## src/design/plkc_pkg.sv

```systemverilog
// Shared constants for the pinned LRU kind cache: operation and status codes,
// fixed port widths and the relation key type. No dependencies.
package plkc_pkg;

    localparam int KEY_W       = 32;
    localparam int KIND_W      = 2;
    localparam int OP_W        = 3;
    localparam int STAT_W      = 3;
    localparam int SLOT_PORT_W = 8;
    localparam int CNT_PORT_W  = 9;
    localparam int CAP_W       = 9;
    // Cells per group; the lookup chain is registered at every group boundary
    localparam int GRP         = 8;

    localparam logic [CAP_W-1:0] CAP_RESET = 9'd256;

    localparam logic [OP_W-1:0] OP_PIN    = 3'd0;
    localparam logic [OP_W-1:0] OP_LOOKUP = 3'd1;
    localparam logic [OP_W-1:0] OP_SET    = 3'd2;
    localparam logic [OP_W-1:0] OP_UNPIN  = 3'd3;
    localparam logic [OP_W-1:0] OP_FORGET = 3'd4;

    localparam logic [STAT_W-1:0] STAT_OK         = 3'd0;
    localparam logic [STAT_W-1:0] STAT_ALL_PINNED = 3'd1;
    localparam logic [STAT_W-1:0] STAT_FORGET_PIN = 3'd2;
    localparam logic [STAT_W-1:0] STAT_BAD_UNPIN  = 3'd3;
    localparam logic [STAT_W-1:0] STAT_PIN_SAT    = 3'd4;

    typedef struct packed {
        logic [KEY_W-1:0] space;
        logic [KEY_W-1:0] database;
        logic [KEY_W-1:0] relation;
    } key_t;

endpackage

```

## src/design/plkc_cell.sv

```systemverilog
// One table entry of the pinned LRU kind cache: key, kind, pin count and LRU rank.
// Depends on plkc_pkg; chained with its neighbors inside plkc_grp.
module plkc_cell
    import plkc_pkg::*;
#(
    parameter int ENTRIES  = 256,
    parameter int PIN_BITS = 8,
    parameter int IDX      = 0
) (
    input  logic aclk,
    input  logic aresetn,
    input  logic [$bits(key_t)+2+SLOT_PORT_W+$clog2(ENTRIES)-1:0] probe,
    input  logic [2*$clog2(ENTRIES)+$bits(key_t)+KIND_W+PIN_BITS+7+$clog2(ENTRIES)-1:0] cmd,
    input  logic [3+4*$clog2(ENTRIES)+PIN_BITS+KIND_W-1:0] chain_in,
    output logic [3+4*$clog2(ENTRIES)+PIN_BITS+KIND_W-1:0] chain_out
);

    localparam int SW = $clog2(ENTRIES);

    typedef struct packed {
        key_t                   key;
        logic                   unpin_mode;
        logic                   head_en;
        logic [SLOT_PORT_W-1:0] slot_in;
        logic [SW-1:0]          head_rank;
    } probe_t;

    typedef struct packed {
        logic                go;
        logic                ins_en;
        logic                kind_en;
        logic                pin_en;
        logic                append_en;
        logic [SW-1:0]       tgt_slot;
        key_t                key;
        logic [KIND_W-1:0]   kind;
        logic [PIN_BITS-1:0] pin;
        logic                inval_en;
        logic [SW-1:0]       inval_slot;
        logic                unlink_en;
        logic [SW-1:0]       unlink_rank;
    } cmd_t;

    typedef struct packed {
        logic                free_any;
        logic [SW-1:0]       free_idx;
        logic                hit_any;
        logic [SW-1:0]       hit_idx;
        logic [PIN_BITS-1:0] hit_pin;
        logic [KIND_W-1:0]   hit_kind;
        logic [SW-1:0]       hit_rank;
        logic                head_any;
        logic [SW-1:0]       head_idx;
    } chain_t;

    probe_t prb;
    cmd_t   cm;
    chain_t cin;
    chain_t cout;

    logic                valid_reg;
    key_t                key_reg;
    logic [KIND_W-1:0]   kind_reg;
    logic [PIN_BITS-1:0] pin_reg;
    logic [SW-1:0]       rank_reg;
    logic [SW-1:0]       rank_next;

    logic member;
    logic is_match;
    logic is_head;
    logic is_tgt;
    logic is_inval;

    assign prb = probe_t'(probe);
    assign cm  = cmd_t'(cmd);
    assign cin = chain_t'(chain_in);

    // Classify this entry against the broadcast probe
    assign member   = valid_reg && (pin_reg == '0);
    assign is_match = valid_reg && (prb.unpin_mode ? (int'(prb.slot_in) == IDX)
                                                   : (key_reg == prb.key));
    assign is_head  = prb.head_en && member && (rank_reg == prb.head_rank);
    assign is_tgt   = (cm.tgt_slot == SW'(IDX));
    assign is_inval = (cm.inval_slot == SW'(IDX));

    // Merge into the chain: first free slot wins, match and head are unique
    always_comb begin
        cout          = cin;
        cout.free_any = cin.free_any | ~valid_reg;
        cout.free_idx = cin.free_any ? cin.free_idx : SW'(IDX);
        cout.hit_any  = cin.hit_any | is_match;
        cout.head_any = cin.head_any | is_head;
        if (is_match) begin
            cout.hit_idx  = cin.hit_idx | SW'(IDX);
            cout.hit_pin  = cin.hit_pin | pin_reg;
            cout.hit_kind = cin.hit_kind | kind_reg;
            cout.hit_rank = cin.hit_rank | rank_reg;
        end
        if (is_head) begin
            cout.head_idx = cin.head_idx | SW'(IDX);
        end
    end

    assign chain_out = cout;

    // Advance the recency rank: close the gap of an unlinked entry, age on append
    always_comb begin
        rank_next = rank_reg;
        if (cm.append_en && is_tgt) begin
            rank_next = '0;
        end else if (member) begin
            rank_next = rank_reg - SW'(cm.unlink_en && (rank_reg > cm.unlink_rank))
                        + SW'(cm.append_en);
        end
    end

    // Hold the valid bit
    always_ff @(posedge aclk) begin
        if (!aresetn) begin
            valid_reg <= 1'b0;
        end else if (cm.go) begin
            if (cm.ins_en && is_tgt) begin
                valid_reg <= 1'b1;
            end else if (cm.inval_en && is_inval) begin
                valid_reg <= 1'b0;
            end
        end
    end

    // Update the entry payload
    always_ff @(posedge aclk) begin
        if (cm.go) begin
            if (cm.ins_en && is_tgt) begin
                key_reg <= cm.key;
            end
            if (cm.kind_en && is_tgt) begin
                kind_reg <= cm.kind;
            end
            if (cm.pin_en && is_tgt) begin
                pin_reg <= cm.pin;
            end
            rank_reg <= rank_next;
        end
    end

endmodule

```

## src/design/plkc_grp.sv

```systemverilog
// A group of GRP chained cells whose merged lookup word is registered at the end.
// Depends on plkc_pkg and plkc_cell.
module plkc_grp
    import plkc_pkg::*;
#(
    parameter int ENTRIES  = 256,
    parameter int PIN_BITS = 8,
    parameter int BASE     = 0
) (
    input  logic aclk,
    input  logic aresetn,
    input  logic [$bits(key_t)+2+SLOT_PORT_W+$clog2(ENTRIES)-1:0] probe,
    input  logic [2*$clog2(ENTRIES)+$bits(key_t)+KIND_W+PIN_BITS+7+$clog2(ENTRIES)-1:0] cmd,
    output logic [3+4*$clog2(ENTRIES)+PIN_BITS+KIND_W-1:0] grp_word
);

    localparam int CHW = 3 + 4 * $clog2(ENTRIES) + PIN_BITS + KIND_W;

    logic [CHW-1:0] link [GRP+1];
    logic [CHW-1:0] grp_word_reg;

    assign link[0] = '0;

    // Chain the cells; slots past the table end pass the word through
    for (genvar j = 0; j < GRP; j++) begin : g_cell
        if (BASE + j < ENTRIES) begin : g_real
            plkc_cell #(
                .ENTRIES  (ENTRIES),
                .PIN_BITS (PIN_BITS),
                .IDX      (BASE + j)
            ) u_cell (
                .aclk      (aclk),
                .aresetn   (aresetn),
                .probe     (probe),
                .cmd       (cmd),
                .chain_in  (link[j]),
                .chain_out (link[j+1])
            );
        end else begin : g_pad
            assign link[j+1] = link[j];
        end
    end

    // Register the group result
    always_ff @(posedge aclk) begin
        grp_word_reg <= link[GRP];
    end

    assign grp_word = grp_word_reg;

endmodule

```

## config.mk

```make
export PLATFORM = sky130hd
export DESIGN_NAME = plkc_grp
export DESIGN_NICKNAME = d
export VERILOG_FILES = /design/src/design/plkc_pkg.sv /design/src/design/plkc_cell.sv /design/src/design/plkc_grp.sv
export SDC_FILE = /design/constraint.sdc
export NUM_CORES = 2
export LEC_CHECK = 0
export BUFFER_PORTS_ARGS = -buffer_cell sky130_fd_sc_hd__buf_4
export CAP_MARGIN = 20
export CORE_MARGIN = 5
export CORE_UTILIZATION = 35
export DETAILED_ROUTE_END_ITERATION = 8
export PLACE_DENSITY = 0.55
export SYNTH_ARGS = -nofsm -noshare
export SYNTH_HDL_FRONTEND = slang
export SYNTH_HIERARCHICAL = 1
export SYNTH_SLANG_ARGS = --single-unit
```

## constraint.sdc

```tcl
create_clock -name aclk -period 3.95 [get_ports aclk]
set_clock_uncertainty 0.15 [all_clocks]
set_input_delay 0.1975 -clock aclk [delete_from_list [all_inputs] [get_ports aclk]]
set_output_delay 0.1975 -clock aclk [all_outputs]
set_load 0.02 [all_outputs]
```

### Word-level counts from Yosys, hierarchy flattened

Cells that the tools add are included.

* register bits: 965
* bits in latches: 0
* memory bits (writable): 0
* memory bits (read-only): 0
* word-level logic and storage cells: 384
* memories: 0

* $add $sub $neg: 16
* multipliers: 0
* divide/modulo/power cells: 0
* order comparisons: 8
* eq/ne operators: 37
* shift operators: 0
* mux-type cells: 52
* bitwise logic cells: 50
* reduce and logical (&&, ||, !) cells: 154

Operator list (number)
* $eq 96x96->1: 8
* $or 8x8->8: 14
* $logic_not 8->1: 11
* $reduce_and 2->1: 41
* $eq 8x3->1 const B: 10
* $logic_and 1x1->1: 80
* $mux 18: 4
* $add 8x1->8: 8
* $eq 8x8->1: 8
* $gt 8x8->1: 8
* $mux 8: 8
* $sub 8x1->8: 8
* $eq 8x2->1 const B: 5
* $mux 20: 2
* $mux 19: 2
* $eq 8x4->1 const B: 4
* $reduce_bool 2->1: 16
* $mux 1: 27
* $or 1x1->1: 21
* $eq 8x1->1 const B: 2
* $or 2x2->2: 7
* $mux 2: 6
* $mux 3: 3
* $not 1->1: 8
* 4 further kinds: 6

### Logic depth before layout (Yosys ltp)

* depth after elaboration: 18
* depth in mapped cells: 19
* mapped depth without buffers: 19

### Cells and area by module

Netlist, hierarchy kept.

By module, submodules not included
* plkc_cell (g_cell[5].g_real.u_cell ...): instances 2, cells each 441, area an instance 5783.0 um^2, seq. area each 3443.3 um^2
* plkc_cell (g_cell[1].g_real.u_cell ...): instances 2, cells each 403, area an instance 5601.6 um^2, seq. area each 3443.3 um^2
* plkc_cell (g_cell[3].g_real.u_cell): instances 1, cells each 441, area an instance 5873.1 um^2, seq. area each 3443.3 um^2
* plkc_cell (g_cell[7].g_real.u_cell): instances 1, cells each 405, area an instance 5620.4 um^2, seq. area each 3443.3 um^2
* plkc_cell (g_cell[0].g_real.u_cell): instances 1, cells each 401, area an instance 5617.9 um^2, seq. area each 3443.3 um^2
* plkc_cell (g_cell[4].g_real.u_cell): instances 1, cells each 403, area an instance 5602.9 um^2, seq. area each 3443.3 um^2
* plkc_grp: instances 1, cells each 46, area an instance 904.6 um^2, seq. area each 900.9 um^2

### Worst setup path before layout

No wires, ideal clock.

* kind: in2reg
* start point: input cmd[129]
* end point: register g_cell[3].g_real.u_cell/key_reg[0] in the netlist's numbering (enable)
* library setup time: 0.467 ns
* data arrival time: 3.333 ns
* slack: -0.001 ns
* stages on the path: 3
* buffers on the path: 0
* cells stage by stage: or4_4 > nor4_4 > and3_1

* cells in the longest elaborated chain, start to end: 3

RTL lines
* start, declared: line plkc_grp.sv:13 `input logic [2*$clog2(ENTRIES)+$bits(key_t)+KIND_W+PIN_BITS+7+$clog2(ENTRIES)-1:0] cmd,`
* $eq 8x2->1: line plkc_cell.sv:83 `assign is_tgt = (cm.tgt_slot == SW'(IDX));`
* $logic_and 1x1->1: line plkc_cell.sv:133 `if (cm.ins_en && is_tgt) begin`
* $reduce_and 2->1 (no source line)
* end signal, assigned: line plkc_cell.sv:134 `key_reg <= cm.key;`
* end, declared: line plkc_cell.sv:62 `key_t key_reg;`

Every way passes these cells.
A chain may end at the register's enable or synchronous reset.

### Worst setup path after layout

* start point: register g_cell[0].g_real.u_cell.rank_reg[5]
* end point: register g_cell[0].g_real.u_cell.rank_reg[6], data pin

* cells in the longest elaborated chain, start to end: 5

RTL lines
* start, declared: line plkc_cell.sv:65 `logic [SW-1:0] rank_reg;`
* start signal, assigned: line plkc_cell.sv:142 `rank_reg <= rank_next;`
* $gt 8x8->1: line plkc_cell.sv:112 `rank_next = rank_reg - SW'(cm.unlink_en && (rank_reg > cm.unlink_rank))`
* $logic_and 1x1->1: line plkc_cell.sv:112
* $sub 8x1->8 *: line plkc_cell.sv:112
* $add 8x1->8 *: line plkc_cell.sv:113 `+ SW'(cm.append_en);`
* $mux 8 *: line plkc_cell.sv:111 `end else if (member) begin`

Every way passes the cells marked *; elsewhere a longest branch is shown, timed or not. The select of a mux whose other input is x is not followed.

==> results by group <==
Synthesis
  • Synth area leaders: edfxtp_1 59%, xnor2_1 15%, ha_1 3.5%, nand4_1 3.4%, dfxtp_1 2.3%
  • Post-synth top area share: 59.04%
  • EDFF count, synth: 912
  • Synth Area in Compound Gates: 5.289%
  • Syn Std Cell Area: 46,390 µm²
  • Main combinational cell family by area after synthesis: XOR/XNOR gates
  • Synth top cells by count: 912 x edfxtp_1, 768 x xnor2_1, 250 x nand4_1
  • Synth Area in XOR/XNOR: 16.37%
  • Area leader, netlist: edfxtp_1
  • Post-synthesis sequential area ratio: 61.32%
  • Avg Cell Area, Syn: 13.71 µm²
  • Mux contribution to synthesized area: 0.06473%
  • Synth Flop Type: edfxtp_1
  • Top-count cell post-synth: edfxtp_1
  • Gate count after technology mapping: 3,384
  • Adder-cell share of the synthesized area: 3.798%
  • Simple-gate area share of the yosys netlist: 9.667%
  • Synth async-reset ratio: 0%
  • Synth Warn #: 6
  • Seq cells post-synth: 965
  • Distinct cell type count after synthesis: 63

Min path
  • Hold path start: cmd[127]
  • Worst hold path type: input port to flip-flop

Floorplan
  • Initial Util: 35.24%
  • Core Footprint: 131,600 µm²
  • Die Y-Extent: 374.1 µm
  • I/O Pins: 298
  • DIE AREA: 139,900 µm²
  • Die W: 374.1 µm
  • FP Rows: 133

Detailed routing
  • Remaining antenna violation count: 0
  • Detail-routed via count per cell: 5.088
  • Drt drc: 0
  • Initial DRC count: 2,498
  • Via count: 29,790
  • Wire per inst: 26.29 µm
  • Routed wire length: 154,000 µm
  • Pre-antenna DRT Iters: 5

Layout
  • Fin util: 42.75%
  • FILL cells: 12,170
  • Area grow syn2layout: 21.32%
  • Nets: 4,388
  • Share of cells above drive strength 1: 16.73%
  • Largest register FFs: 768
  • Area taken by multi-input logic gates: 16,660 µm²
  • Register area: 28,450 µm²

Worst setup path
  • Crit-path cells: ha_1, a21o_1, a21o_1, a21oi_1, o21ai_0, o211a_1, ha_1, inv_1, ha_1, inv_1, fa_1, nor2b_1, o21ai_0, a21oi_1, o21ai_0, a21oi_1, nor3b_1
  • Startpoint Class: flip-flop
  • CP Launch Point: g_cell[0].g_real.u_cell/rank_reg[5]
  • CP peak stage delay: 0.50 ns
  • Critical R2R Launch: g_cell[0].g_real.u_cell/rank_reg[5]
  • Cell family with most CP delay: compound AO/OA/AOI/OAI gates
  • CP Data Required Time: 4.21 ns
  • Arrival time of the worst setup path: 3.99 ns
  • Slowest CP cell: edfxtp_1
  • Critical path class: flip-flop to flip-flop
  • Worst Path Buf+Inv: 2
  • Crit-path max FO: 5
  • Crit. End Element: flip-flop

Placed design
  • Routability congestion estimate: 0.8826
  • PortBufs: 297
  • Hpwl dp: 114,500 µm

STA
  • Final setup TNS: 0 ns
  • Max Clock Freq: 0.2684 GHz
  • Worst slew pin tran: 0.8221 ns
  • Rel. slew slack: 44.74%
  • Fin crit share: 94.33%
  • Tmin final: 3.726 ns
  • RSZ-0062 raised after global routing: no
  • Final setup viols: 0
  • Final Hold Viols: 0
  • Max-slew violations: 0

Clock network
  • CTS Buf Count: 107
  • CTS tree: yes
  • Worst-skew pair later-pin latency: 0.74 ns
  • CTS Buffer Depth: 3
  • H-tree depth: 3
  • Clock sinks: 965
  • CTS root buf: clkbuf_16
  • Reg clk slew, reported paths: 0.06 ns

Job
  • Maxcap violations: 0

Power
  • Peak VDD IR: 0.4069 mV
  • Static Leak: 19.63 nW
  • Power per cell area: 398.3 nW/µm²

Global route
  • Global route total overflow: 0
  • First-pass GRT wire length: 215,500 µm
  • Initial antenna violation count: 31
  • Largest net degree at the start of global routing: 49
  • Vias in the first global route: 29,720
  • Tot GR Track Use: 21.32%

Outcome
  • Status: complete, no violations
## final timing paths
check                                             end  slack (ns)  depth (start not counted)
setup / recovery  g_cell[0].g_real.u_cell/rank_reg[6]        0.22                         17
hold / removal    g_cell[3].g_real.u_cell/kind_reg[1]        0.06                          4
setup reg to reg  g_cell[0].g_real.u_cell/rank_reg[6]        0.22                         17
hold reg to reg                          grp_word[17]        0.30                          1
## logic make-up (layout without fill, tap and decap cells)
group,count (synthesis),after routing
AOI/OAI and AO/OA,358,358
adders and majority gates,136,136
xor gates and xnor gates,867,867
buffers and inverters,306,952
muxes,3,3
other,1,71
and+or+nand+nor,748,748
DFF,965,965
## what timing repair did
item                                    CTS  global route
gates resized for setup                   0             4
setup buffers                             0             2
hold buffers                            134             0
setup endpoints to repair                 0             3
endpoints found under the hold margin  1011             0
## power breakdown
group | leakage, nW | switching [mW] | internal (mW)
combinational | 9.42 | 1.02 | 0.745
clock | 1.58 | 4.24 | 5.18
sequential | 8.64 | 0.0156 | 11.2
total | 19.6 | 5.28 | 17.1
## worst reg2reg max path: stages (launching register included)
cell and delay [ns]:
edfxtp_1 0.50, ha_1 0.34, a21o_1 0.18, a21o_1 0.16, a21oi_1 0.13, o21ai_0 0.09, o211a_1 0.13, ha_1 0.26
inv_1 0.06, ha_1 0.16, inv_1 0.06, fa_1 0.38, nor2b_1 0.15, o21ai_0 0.12, a21oi_1 0.22, o21ai_0 0.14
a21oi_1 0.17, nor3b_1 0.06
## metal layers
layer | track usage [%] | wire, µm | vias up
met4 | 5.877 | 4575 | 8
met3 | 3.398 | 8724 | 222
li1 | - | - | 13560
met1 | 27.34 | 63550 | 15050
met2 | 37.45 | 77050 | 957
met5 | 0 | 54 | -
## stage by stage
stage / cells / worst slack, ns / cell area (µm²) / power, mW / hold slack [ns]
after global routing: 5845 / 0.002537 / 56250 / 23.15 / 0.04747
after detailed placement: 5509 / 0.1342 / 51620 / 13.10 / 0.2938
after floorplan: 3436 / 0.1084 / 46580 / 12.17 / 0.1464
after global placement: 5509 / 0.1118 / 51620 / 13.09 / 0.2809
after CTS: 5835 / 0.1913 / 56210 / 22.65 / 0.006182
final: 5855 / 0.2240 / 56280 / 22.41 / 0.05801
## placed cells by master, fill, tap and decap left out, types with 9 or more instances in the layout
cell / n
nand2b_1: 28
a21o_1: 103
conb_1: 53
clkbuf_16: 109
and3_1: 20
nor2b_1: 22
buf_4: 438
and2_1: 70
diode_2: 18
o31ai_1: 9
a21oi_1: 96
xnor2_1: 768
inv_1: 164
clkinv_1: 28
nand3_1: 23
ha_1: 128
o21ai_0: 52
nand2_1: 42
dlygate4sd3_1: 134
o21ai_1: 11
o41ai_1: 20
nor2_1: 90
nor3_1: 18
clkinv_2: 16
nand4_1: 250
o21a_1: 9
clkbuf_1: 24
xor2_1: 99
buf_12: 21
edfxtp_1: 912
dfxtp_1: 53
nor4_2: 10
nor4_1: 75
or2_2: 30
nor4b_1: 14
## layout make-up
type	instances	share of cell area, %
clock inverter	56	0.6959
clock buffer	136	5.080
tap	1755	3.902
timing repair buffer	593	8.973
antenna	18	0.08004
multi-input combinational	2165	29.61
inverter	167	1.114
sequential	965	50.55
No activity file was read; power rests on OpenSTA's default activity.
